<file path="src/rtl/core/lecd_pkg.sv">
// ----------------------------------------------------------------------------
// lecd_pkg: shared types and constants for the column density block
// Register codes, reset values, queue sizing and the request/response
// structs of the shared multiplier and divider.
// ----------------------------------------------------------------------------
`default_nettype none

package lecd_pkg;

	localparam int CFG_INDEX_W = 3;
	localparam int CFG_DATA_W  = 32;

	typedef enum logic [CFG_INDEX_W-1:0] {
		CFG_REF_DENSITY     = CFG_INDEX_W'(0),
		CFG_REF_TEMPERATURE = CFG_INDEX_W'(1),
		CFG_REF_SALINITY    = CFG_INDEX_W'(2),
		CFG_THERMAL_COEF    = CFG_INDEX_W'(3),
		CFG_HALINE_COEF     = CFG_INDEX_W'(4),
		CFG_MEAN_DENSITY    = CFG_INDEX_W'(5)
	} cfg_idx_t;

	localparam logic [30:0]        RST_REF_DENSITY     = 31'd67305472;
	localparam logic signed [31:0] RST_REF_TEMPERATURE = 32'sd655360;
	localparam logic signed [31:0] RST_REF_SALINITY    = 32'sd2293760;
	localparam logic signed [31:0] RST_THERMAL_COEF    = 32'sd182536;
	localparam logic signed [31:0] RST_HALINE_COEF     = 32'sd822084;
	localparam logic [30:0]        RST_MEAN_DENSITY    = 31'd67305472;

	localparam int QUEUE_DEPTH = 2;
	localparam int QUEUE_PTR_W = $clog2(QUEUE_DEPTH);
	localparam int QUEUE_CNT_W = $clog2(QUEUE_DEPTH + 1);

	localparam int MUL_A_W    = 64;
	localparam int MUL_B_W    = 33;
	localparam int MUL_HALF_W = 32;
	localparam int MUL_PP_W   = MUL_HALF_W + MUL_B_W;
	localparam int MUL_P_W    = MUL_A_W + MUL_B_W;

	localparam int DIV_NUM_W       = 64;
	localparam int DIV_MAG_W       = 63;
	localparam int DIV_DEN_W       = 97;
	localparam int DIV_SHIFT_RATIO = 64;
	localparam int DIV_SHIFT_PERT  = 81;
	localparam int DIV_POS_W       = 8;
	localparam int DIV_TOP_RATIO   = DIV_NUM_W + DIV_SHIFT_RATIO - 1;
	localparam int DIV_TOP_PERT    = DIV_NUM_W + DIV_SHIFT_PERT - 1;

	localparam logic [DIV_MAG_W-1:0] MAG_MAX = '1;

	typedef struct packed {
		logic [30:0] r0;
		logic        tc_neg;
		logic [31:0] tc_mag;
		logic        sc_neg;
		logic [31:0] sc_mag;
		logic [30:0] rho0;
	} cfg_t;

	typedef struct packed {
		logic        dt_neg;
		logic [31:0] dt_mag;
		logic        ds_neg;
		logic [31:0] ds_mag;
		logic [30:0] hz;
		logic        d_neg;
		logic [32:0] d_mag;
		logic        last;
	} item_t;

	typedef struct packed {
		logic               start;
		logic [MUL_A_W-1:0] a;
		logic [MUL_B_W-1:0] b;
	} mul_req_t;

	typedef struct packed {
		logic               done;
		logic [MUL_P_W-1:0] prod;
	} mul_rsp_t;

	typedef struct packed {
		logic                 start;
		logic                 pert;
		logic [DIV_MAG_W-1:0] num;
		logic [DIV_DEN_W-1:0] den;
	} div_req_t;

	typedef struct packed {
		logic                 done;
		logic [DIV_MAG_W-1:0] quot;
	} div_rsp_t;

endpackage

`default_nettype wire

</file>
<file path="src/rtl/core/lecd_queue.sv">
// ----------------------------------------------------------------------------
// lecd_queue: level queue between intake and arithmetic
// Small FIFO of classified levels so either side can stall on its own.
// ----------------------------------------------------------------------------
`default_nettype none

module lecd_queue (
	input  logic            clk,
	input  logic            arst_n,
	input  lecd_pkg::item_t wr_item,
	input  logic            push,
	output logic            full,
	output lecd_pkg::item_t rd_item,
	output logic            empty,
	input  logic            pop
);
	import lecd_pkg::*;

	item_t                  entry_q [QUEUE_DEPTH];
	logic [QUEUE_PTR_W-1:0] wr_ptr_q;
	logic [QUEUE_PTR_W-1:0] rd_ptr_q;
	logic [QUEUE_CNT_W-1:0] count_q;

	assign full    = (count_q == QUEUE_CNT_W'(QUEUE_DEPTH));
	assign empty   = (count_q == '0);
	assign rd_item = entry_q[rd_ptr_q];

	always_ff @(posedge clk or negedge arst_n) begin
		if (!arst_n) begin
			wr_ptr_q <= '0;
			rd_ptr_q <= '0;
			count_q  <= '0;
		end else begin
			if (push) begin
				wr_ptr_q <= wr_ptr_q + QUEUE_PTR_W'(1);
			end
			if (pop) begin
				rd_ptr_q <= rd_ptr_q + QUEUE_PTR_W'(1);
			end
			if (push && !pop) begin
				count_q <= count_q + QUEUE_CNT_W'(1);
			end else if (pop && !push) begin
				count_q <= count_q - QUEUE_CNT_W'(1);
			end
		end
	end

	always_ff @(posedge clk) begin
		if (push) begin
			entry_q[wr_ptr_q] <= wr_item;
		end
	end

endmodule

`default_nettype wire

</file>
<file path="config.mk">
export PLATFORM = sky130hd
export DESIGN_NAME = lecd_queue
export DESIGN_NICKNAME = d
export VERILOG_FILES = /design/src/rtl/core/lecd_pkg.sv /design/src/rtl/core/lecd_queue.sv
export SDC_FILE = /design/constraint.sdc
export NUM_CORES = 1
export LEC_CHECK = 0
export ABC_CLOCK_PERIOD_IN_PS = 9100
export BUFFER_PORTS_ARGS = -buffer_cell sky130_fd_sc_hd__buf_2
export CELL_PAD_IN_SITES_DETAIL_PLACEMENT = 1
export CELL_PAD_IN_SITES_GLOBAL_PLACEMENT = 2
export CORE_MARGIN = 2
export CORE_UTILIZATION = 39
export DETAILED_ROUTE_END_ITERATION = 6
export GPL_ROUTABILITY_DRIVEN = 0
export PLACE_DENSITY_LB_ADDON = 0.25
export SLEW_MARGIN = 25
export SYNTH_ARGS = -nofsm -noshare
export SYNTH_HDL_FRONTEND = slang
export SYNTH_SLANG_ARGS = --single-unit
</file>
<file path="constraint.sdc">
create_clock -name clk -period 9.1 [get_ports clk]
set_input_delay 0.455 -clock clk [delete_from_list [all_inputs] [get_ports clk]]
set_output_delay 0.455 -clock clk [all_outputs]
set_load 0.01 [all_outputs]
</file>
======== Word-level counts from Yosys, hierarchy flattened ========
Memories as Yosys holds them, arrays and structs flattened.
Cells that the tools add are included.
storage, ports and cells
  latch bits .............................. 0
  memories kept ........................... 1
  output and inout port bits .............. 134
  memory bits (read-only) ................. 0
  bits in registers ....................... 4
  bits of input ports ..................... 136
  bits in writable memories ............... 264
operators by class
  magnitude comparators ................... 0
  eq/ne operators ......................... 1
  shifts and indexed selects .............. 0
  $mul .................................... 0
  bitwise operators ....................... 0
  multiplexer cells ....................... 4
  reductions and logical operators ........ 6
  add/subtract/negate cells ............... 4
  divide/modulo/power cells ............... 0
memory list
  name     words  width  rd ports  clocked after Yosys merged registers in  wr ports  RTL line          text
  entry_q  2      132    1         0                                        1         lecd_queue.sv:19  item_t entry_q [QUEUE_DEPTH];
operators by type and width
  cell                                              number
  2-to-1 mux 2 bit                                  2
  adder 1 bit, second input constant                2
  adder 2 x 1 -> 2 bit, second input constant       1
  == test 2 bit, second input constant              1
  logical AND 1 bit                                 2
  zero test 1 bit                                   2
  zero test 2 bit                                   1
  2-to-1 mux 1 bit                                  2
  nonzero test 2 bit                                1
  subtractor 2 x 1 -> 2 bit, second input constant  1

======== Depth between registers and ports, before layout ========
Gate-level depths: netlist (run 1).
  depth after elaboration ................. 4
  depth in mapped cells ................... 5

======== Worst setup path before layout (run 1) ========
No wires, ideal clock.
  kind .................................... reg2reg
  start point ............................. reg wr_ptr_q
  end point ............................... mem entry_q[0][0] (netlist bit) (enable)
  data required time ...................... 8,459 ps
  stages on the path, launching flop included .. 2
  arrival ................................. 6,234 ps
  buffers on the path ..................... 0
  slack ................................... 2,225 ps
  cells stage by stage .................... dfrtp_1 -> nor2b_1
RTL lines
  element                 RTL line          text
  start, declared         lecd_queue.sv:20  logic [QUEUE_PTR_W-1:0] wr_ptr_q;
  start signal, assigned  lecd_queue.sv:35  wr_ptr_q <= wr_ptr_q + QUEUE_PTR_W'(1);
  end, declared           lecd_queue.sv:19
No word-level cell before the write port.

==> flow_metrics.tcl, run 1 <==
set metrics [dict create \
    endpoint "rd_item[23]" \
    hpwl_um 13340 \
    core-area_sq_mm 0.02518 \
    setup-violations-final 0 \
    drv_slew 0 \
    rsz0062_at_grt "no" \
    syn_area_sq_mm 0.009995 \
    postCtsHoldBufs 1 \
    status "complete, no violations" \
    worstReg2RegStart "wr_ptr_q" \
    drc 0 \
    dieHeight_um 164.1 \
    cts-resized-gates 0 \
    area_growth_syn_to_layout_pct 25.94 \
    fin_crit_ps 3112 \
    worstSkewPairLatency_ps 530 \
    vias_per_cell 4.582 \
    grt_pass1_wl_um 29570 \
    wl_per_cell_um 18.36 \
    finClkSkew_ps 24.36 \
    switching_share_pct 27.72 \
    crit_path_end_kind "output pin" \
    cts_made_buffers 29 \
    power_switching_mw 1.099 \
    clk_pin_slew_ps 60 \
    r2r-end "entry_q[1][52]" \
    worst_r2r_path_depth 2 \
    clk_path_buf_depth 3 \
    synth_seq_cells 268 \
    p_int_mw 2.866 \
    synth_nets 564 \
    yosys_warnings 0 \
    seq_area_frac_synth_pct 80.32 \
    layout.nets 855 \
    tns_ps 0 \
    fmax_ghz 0.3213 \
    post-place-ws_ps 6376 \
    post_cts_buffers 0 \
    grt_usage_pct 14.18 \
    drtAntennaViolNets 0 \
    power_frac_clock_pct 27.8 \
    arrival_ps 2660 \
    power_per_cell_area_mw_per_mm2 315.1 \
    die_w_um 164.1 \
    layout_commonest_cell "buf_2" \
    pwr-share-seq_pct 43.6 \
    cts_tree "yes" \
    hold_class "input port to register" \
    final_cell_mix "buf_2 (269), edfxtp_1 (264), mux2_4 (70)" \
    finalCritPeriodShare_pct 34.20 \
    dieArea_sq_mm 0.02692 \
    cts_root_buf "clkbuf_16" \
    syn-instance-count 427 \
    cp-start-kind "register" \
    postSynthAreaPerCell_sq_um 23.41 \
    cp.required_ps 8650 \
    drive_above_1_share_pct 60.35 \
    worst-setup-path-type "register to output pin" \
    cts_sinks 268 \
    max-vdd-ir-drop_uv 196.2 \
    fin_ws_ps 5988 \
    r2r_setup_slack_ps 6600 \
    grt_start_max_net_pins 73 \
    initial_core_util_pct 39.69 \
    port_buffers 269 \
    grt-ovfl-total 0 \
    tightest_slew_ps 986.1 \
    finalHoldViolCount 0 \
    dr.pass1.iters 4 \
    crit_start "rd_ptr_q" \
    wirelength_um 19650 \
    synth_cell_types 13 \
    maxCapViolCount 0 \
    crit_fanout 61 \
    htreeDepth 1 \
    power_leakage_nw 4.922 \
    ios 270 \
    antenna_found_initial 2 \
    slew_headroom_pct 34.26 \
    combPwrFrac_pct 28.6 \
    num_vias 4903 \
    grt_pass1_vias 5407 \
    fp-row-count 58 \
    drt_iter0_drc 161 \
]
worst max-delay path, cell delays in order, from the launching register on:
cell,delay [ps]
dfrtp_4,710
buf_4,770
mux2_2,440
buf_2,150
worst min-delay path by stage:
stage	from	endpoint	depth (start not counted)
after floorplan	arst_n	count_q[0]	0
after global placement	arst_n	wr_ptr_q	1
after detailed placement	arst_n	wr_ptr_q	1
after CTS	wr_item[93]	entry_q[1][93]	1
after global routing	wr_item[105]	entry_q[0][105]	1
final	wr_item[93]	entry_q[1][93]	1
layout make-up:
cell class | instances | area [sq um]
fill | 2371 | 12590
timing repair buffer | 275 | 1394
antenna | 1 | 2.502
sequential | 268 | 8031
multi-input combinational | 143 | 1842
clock buffer | 39 | 763.2
tap | 330 | 412.9
clock inverter | 13 | 137.6
inverter | 1 | 3.754
flip-flops by register name (all words and copies together), names as in the netlist:
name and flops:
wr_ptr_q 1, rd_ptr_q 1, count_q 2, entry_q 264
per-layer routing:
layer / up-vias / part of all wire, % / global-route usage [%]
li1: 2280 / - / -
met5: - / 0.14 / 0
met4: 4 / 1.3 / 3.230
met1: 2397 / 39 / 16.93
met3: 26 / 10 / 5.253
met2: 196 / 49 / 24.46
cells in the mapped netlist:
master    instances  share of area (%)
mux2_2           62                7.0
mux2_4           70                 11
and2_1            1              0.063
inv_1             1              0.038
ha_1              1               0.13
dfrtp_1           4                1.0
buf_2             6               0.30
buf_6             9                1.0
xnor2_1           1              0.088
nor2b_1           2               0.13
xor2_1            4               0.35
edfxtp_1        264                 79
nor2_1            2              0.075
through the flow:
step | total power [mW] | instances | instance area (sq um) | utilization [%] | hold slack (ps)
6_report | 3.966 | 1070 | 12590 | 49.99 | 107.7
5_1_grt | 4.166 | 1069 | 12580 | 49.98 | 76.86
4_1_cts | 4.036 | 1069 | 12580 | 49.98 | 75.86
3_5_place_dp | 2.917 | 1016 | 11670 | 46.36 | 279.0
3_3_place_gp | 2.882 | 1016 | 11670 | 46.36 | 267.4
2_1_floorplan | 2.550 | 427 | 9995 | - | 159.4
cell families (layout without fill, tap and decap cells):
| kind of cell | after synthesis | in the layout | share of synthesized area [%] |
|---|---|---|---|
| xor gates and xnor gates | 5 | 5 | 0.4381 |
| adders and majority gates | 1 | 1 | 0.1252 |
| buffers and inverters | 16 | 328 | 1.352 |
| DFF | 268 | 268 | 80.32 |
| muxes | 132 | 132 | 17.50 |
| other | 0 | 1 | 0 |
| and+or+nand+nor | 5 | 5 | 0.2629 |
power by group through the flow:
stage / registers, mW / clock network, mW / logic, mW
after floorplan: 1.75 / 0 / 0.804
after global placement: 1.74 / 0 / 1.14
after detailed placement: 1.76 / 0 / 1.16
after CTS: 1.73 / 1.14 / 1.16
after global routing: 1.76 / 1.19 / 1.22
final: 1.73 / 1.10 / 1.14
(Power assumes the default switching activity.)
==> inputs of run 2 (changes only) <==
--- a/config.mk
+++ b/config.mk
@@ -5,7 +5,7 @@
 export SDC_FILE = /design/constraint.sdc
 export NUM_CORES = 1
 export LEC_CHECK = 0
-export ABC_CLOCK_PERIOD_IN_PS = 9100
+export ABC_CLOCK_PERIOD_IN_PS = 3200
 export BUFFER_PORTS_ARGS = -buffer_cell sky130_fd_sc_hd__buf_2
 export CELL_PAD_IN_SITES_DETAIL_PLACEMENT = 1
 export CELL_PAD_IN_SITES_GLOBAL_PLACEMENT = 2
==> constraint.sdc (replaced) <==
create_clock -name clk -period 3.2 [get_ports clk]
set_input_delay 0.16 -clock clk [delete_from_list [all_inputs] [get_ports clk]]
set_output_delay 0.16 -clock clk [all_outputs]
set_load 0.01 [all_outputs]
==> run 2 against run 1 <==
  * Sequential cell count unchanged
  * Critical path depth unchanged
  * First-iteration DRC count up 71%
  * Hold slack better by 240 ps
  * Register-to-register slack worse by 5200 ps
  * Die area unchanged
  * Critical endpoint is now rd_item[119]
  * Cell area up 11%
  * Clock skew down 13 ps
  * Via count up 13%
  * Non-clock buffer count up 138
  * Final cell count up 13%
==> flow_metrics.tcl, run 2 (same netlist as run 1, synthesis figures left out) <==
set metrics [dict create \
    status "complete, no violations" \
    rsz0062_at_grt "no" \
    holdCritStartpoint "wr_item[104]" \
    design_power_total_mw 11.50 \
    cp-start-kind "register" \
    fmax_ghz 0.4130 \
    area_growth_syn_to_layout_pct 40.13 \
    port_buffers 269 \
    grt_pass1_wl_um 33510 \
    ios 270 \
    grt_usage_pct 16.11 \
    cts_root_buf "clkbuf_16" \
    worst-setup-path-type "register to output pin" \
    layout_commonest_cell "buf_2" \
    wl_per_cell_um 18.33 \
    r2r-end "entry_q[1][113]" \
    grt_start_max_net_pins 106 \
    top_register "entry_q" \
    dieHeight_um 164.1 \
    worst_r2r_path_depth 2 \
    crit_family "flip-flops" \
    hold_path_end "entry_q[1][104]" \
    grt-ovfl-total 0 \
    worstReg2RegStart "wr_ptr_q" \
    fin_util_pct 55.62 \
    initial_core_util_pct 39.69 \
    drive_above_1_share_pct 51.70 \
    crit_path_end_kind "output pin" \
    slew_headroom_pct 56.80 \
    crit_fanout 27 \
    post_cts_buffers 0 \
    post-place-ws_ps 1275 \
    htreeDepth 1 \
    min_delay_path_depth 2 \
    largest_reg_flops 264 \
    slowest_delay_ps 670 \
    hpwl_um 13340 \
    drc 0 \
    layout.nets 994 \
    critPathSlowestCell "dfrtp_4" \
    dr.pass1.iters 4 \
    finalCritPeriodShare_pct 75.66 \
    setup-violations-final 0 \
    max-vdd-ir-drop_uv 505.9 \
    vias_per_cell 4.575 \
    tightest_slew_ps 648.0 \
    grt_pass1_vias 6167 \
    finalHoldViolCount 0 \
    clk_pin_slew_ps 60 \
    fp-row-count 58 \
    fin_crit_ps 2421 \
    cts_tree "yes" \
    postCtsHoldBufs 136 \
    hold_class "input port to register" \
    clk_path_buf_depth 3 \
    core-area_sq_mm 0.02518 \
    drt_iter0_drc 276 \
    maxCapViolCount 0 \
    fin_ws_ps 778.8 \
    worstSkewPairLatency_ps 540 \
    final_cell_mix "buf_2 (269), edfxtp_1 (264), dlygate4sd3_1 (136)" \
    cp.required_ps 3040 \
    drv_slew 0 \
    drtAntennaViolNets 0 \
    cts_sinks 268 \
    power_per_cell_area_mw_per_mm2 820.9 \
    cp_num_buf_inv 2 \
    num_vias 5540 \
    tns_ps 0 \
    r2r_setup_slack_ps 1430 \
    arrival_ps 2260 \
    antenna_found_initial 1 \
    dieArea_sq_mm 0.02692 \
    cts-resized-gates 0 \
    power_leakage_nw 5.524 \
    die_w_um 164.1 \
    crit_chain "buf_4 -> mux2_2 -> buf_2" \
    cts_made_buffers 30 \
    finClkSkew_ps 11.22 \
    wirelength_um 22200 \
    reg_top3 "entry_q: 264 flops, count_q: 2 flops" \
]
[run 2: cell count changes in the layout (fill, tap and decap cells not counted)]
cell	previous run	this run
dlygate4sd3_1	1	136
clkinvlp_4	0	1
inv_6	1	0
clkbuf_16	29	31
clkbuf_1	10	7
bufinv_16	3	1
buf_12	0	3
clkinv_2	4	10
[run 2: worst max-delay path by stage]
stage	startpoint	to	depth (start not counted)
after floorplan	wr_ptr_q	entry_q[0][0]	1
after global placement	rd_ptr_q	rd_item[128]	3
after detailed placement	rd_ptr_q	rd_item[119]	3
after CTS	rd_ptr_q	rd_item[119]	3
after global routing	rd_ptr_q	rd_item[119]	3
final	rd_ptr_q	rd_item[119]	3
[run 2: routing by layer]
| metal | vias up | share of wire [%] | global-route usage, % |
|---|---|---|---|
| met4 | 0 | 1.7 | 3.907 |
| met2 | 208 | 52 | 28.70 |
| met5 | - | 0 | 0 |
| met3 | 31 | 7.7 | 4.343 |
| li1 | 2563 | - | - |
| met1 | 2738 | 39 | 19.42 |
[run 2: layout make-up]
cell class                 count  area, sq um
inverter                       1        3.754
sequential                   268         8031
antenna                        1        2.502
multi-input combinational    143         1842
clock buffer                  38        802.0
fill                        2324        11180
tap                          330        412.9
clock inverter                17        106.4
timing repair buffer         413         2805
[run 2: power breakdown]
part	total (mW)	leakage, nW	switching [mW]	internal (mW)
Clock	3.15	0.452	1.31	1.84
Combinational	3.45	2.55	1.73	1.72
Sequential	4.90	2.52	0.239	4.66
Total	11.5	5.52	3.28	8.22
[run 2: worst reg2reg max path, delay by kind of cell (launching register included)]
| family | cells | cell delay [ps] |
|---|---|---|
| AND/OR/NAND/NOR | 1 | 510 |
| flip-flops | 1 | 430 |
| buffers and inverters | 1 | 470 |
[run 2: per-stage QoR]
stage               hold slack [ps]  cells  cell area, sq um
finish                        346.4   1211             14010
CTS                           316.4   1210             14000
global route                  330.4   1211             14010
detailed placement           -21.55   1019             11730
global placement             -31.50   1019             11730
floorplan                    -135.6    427             10000
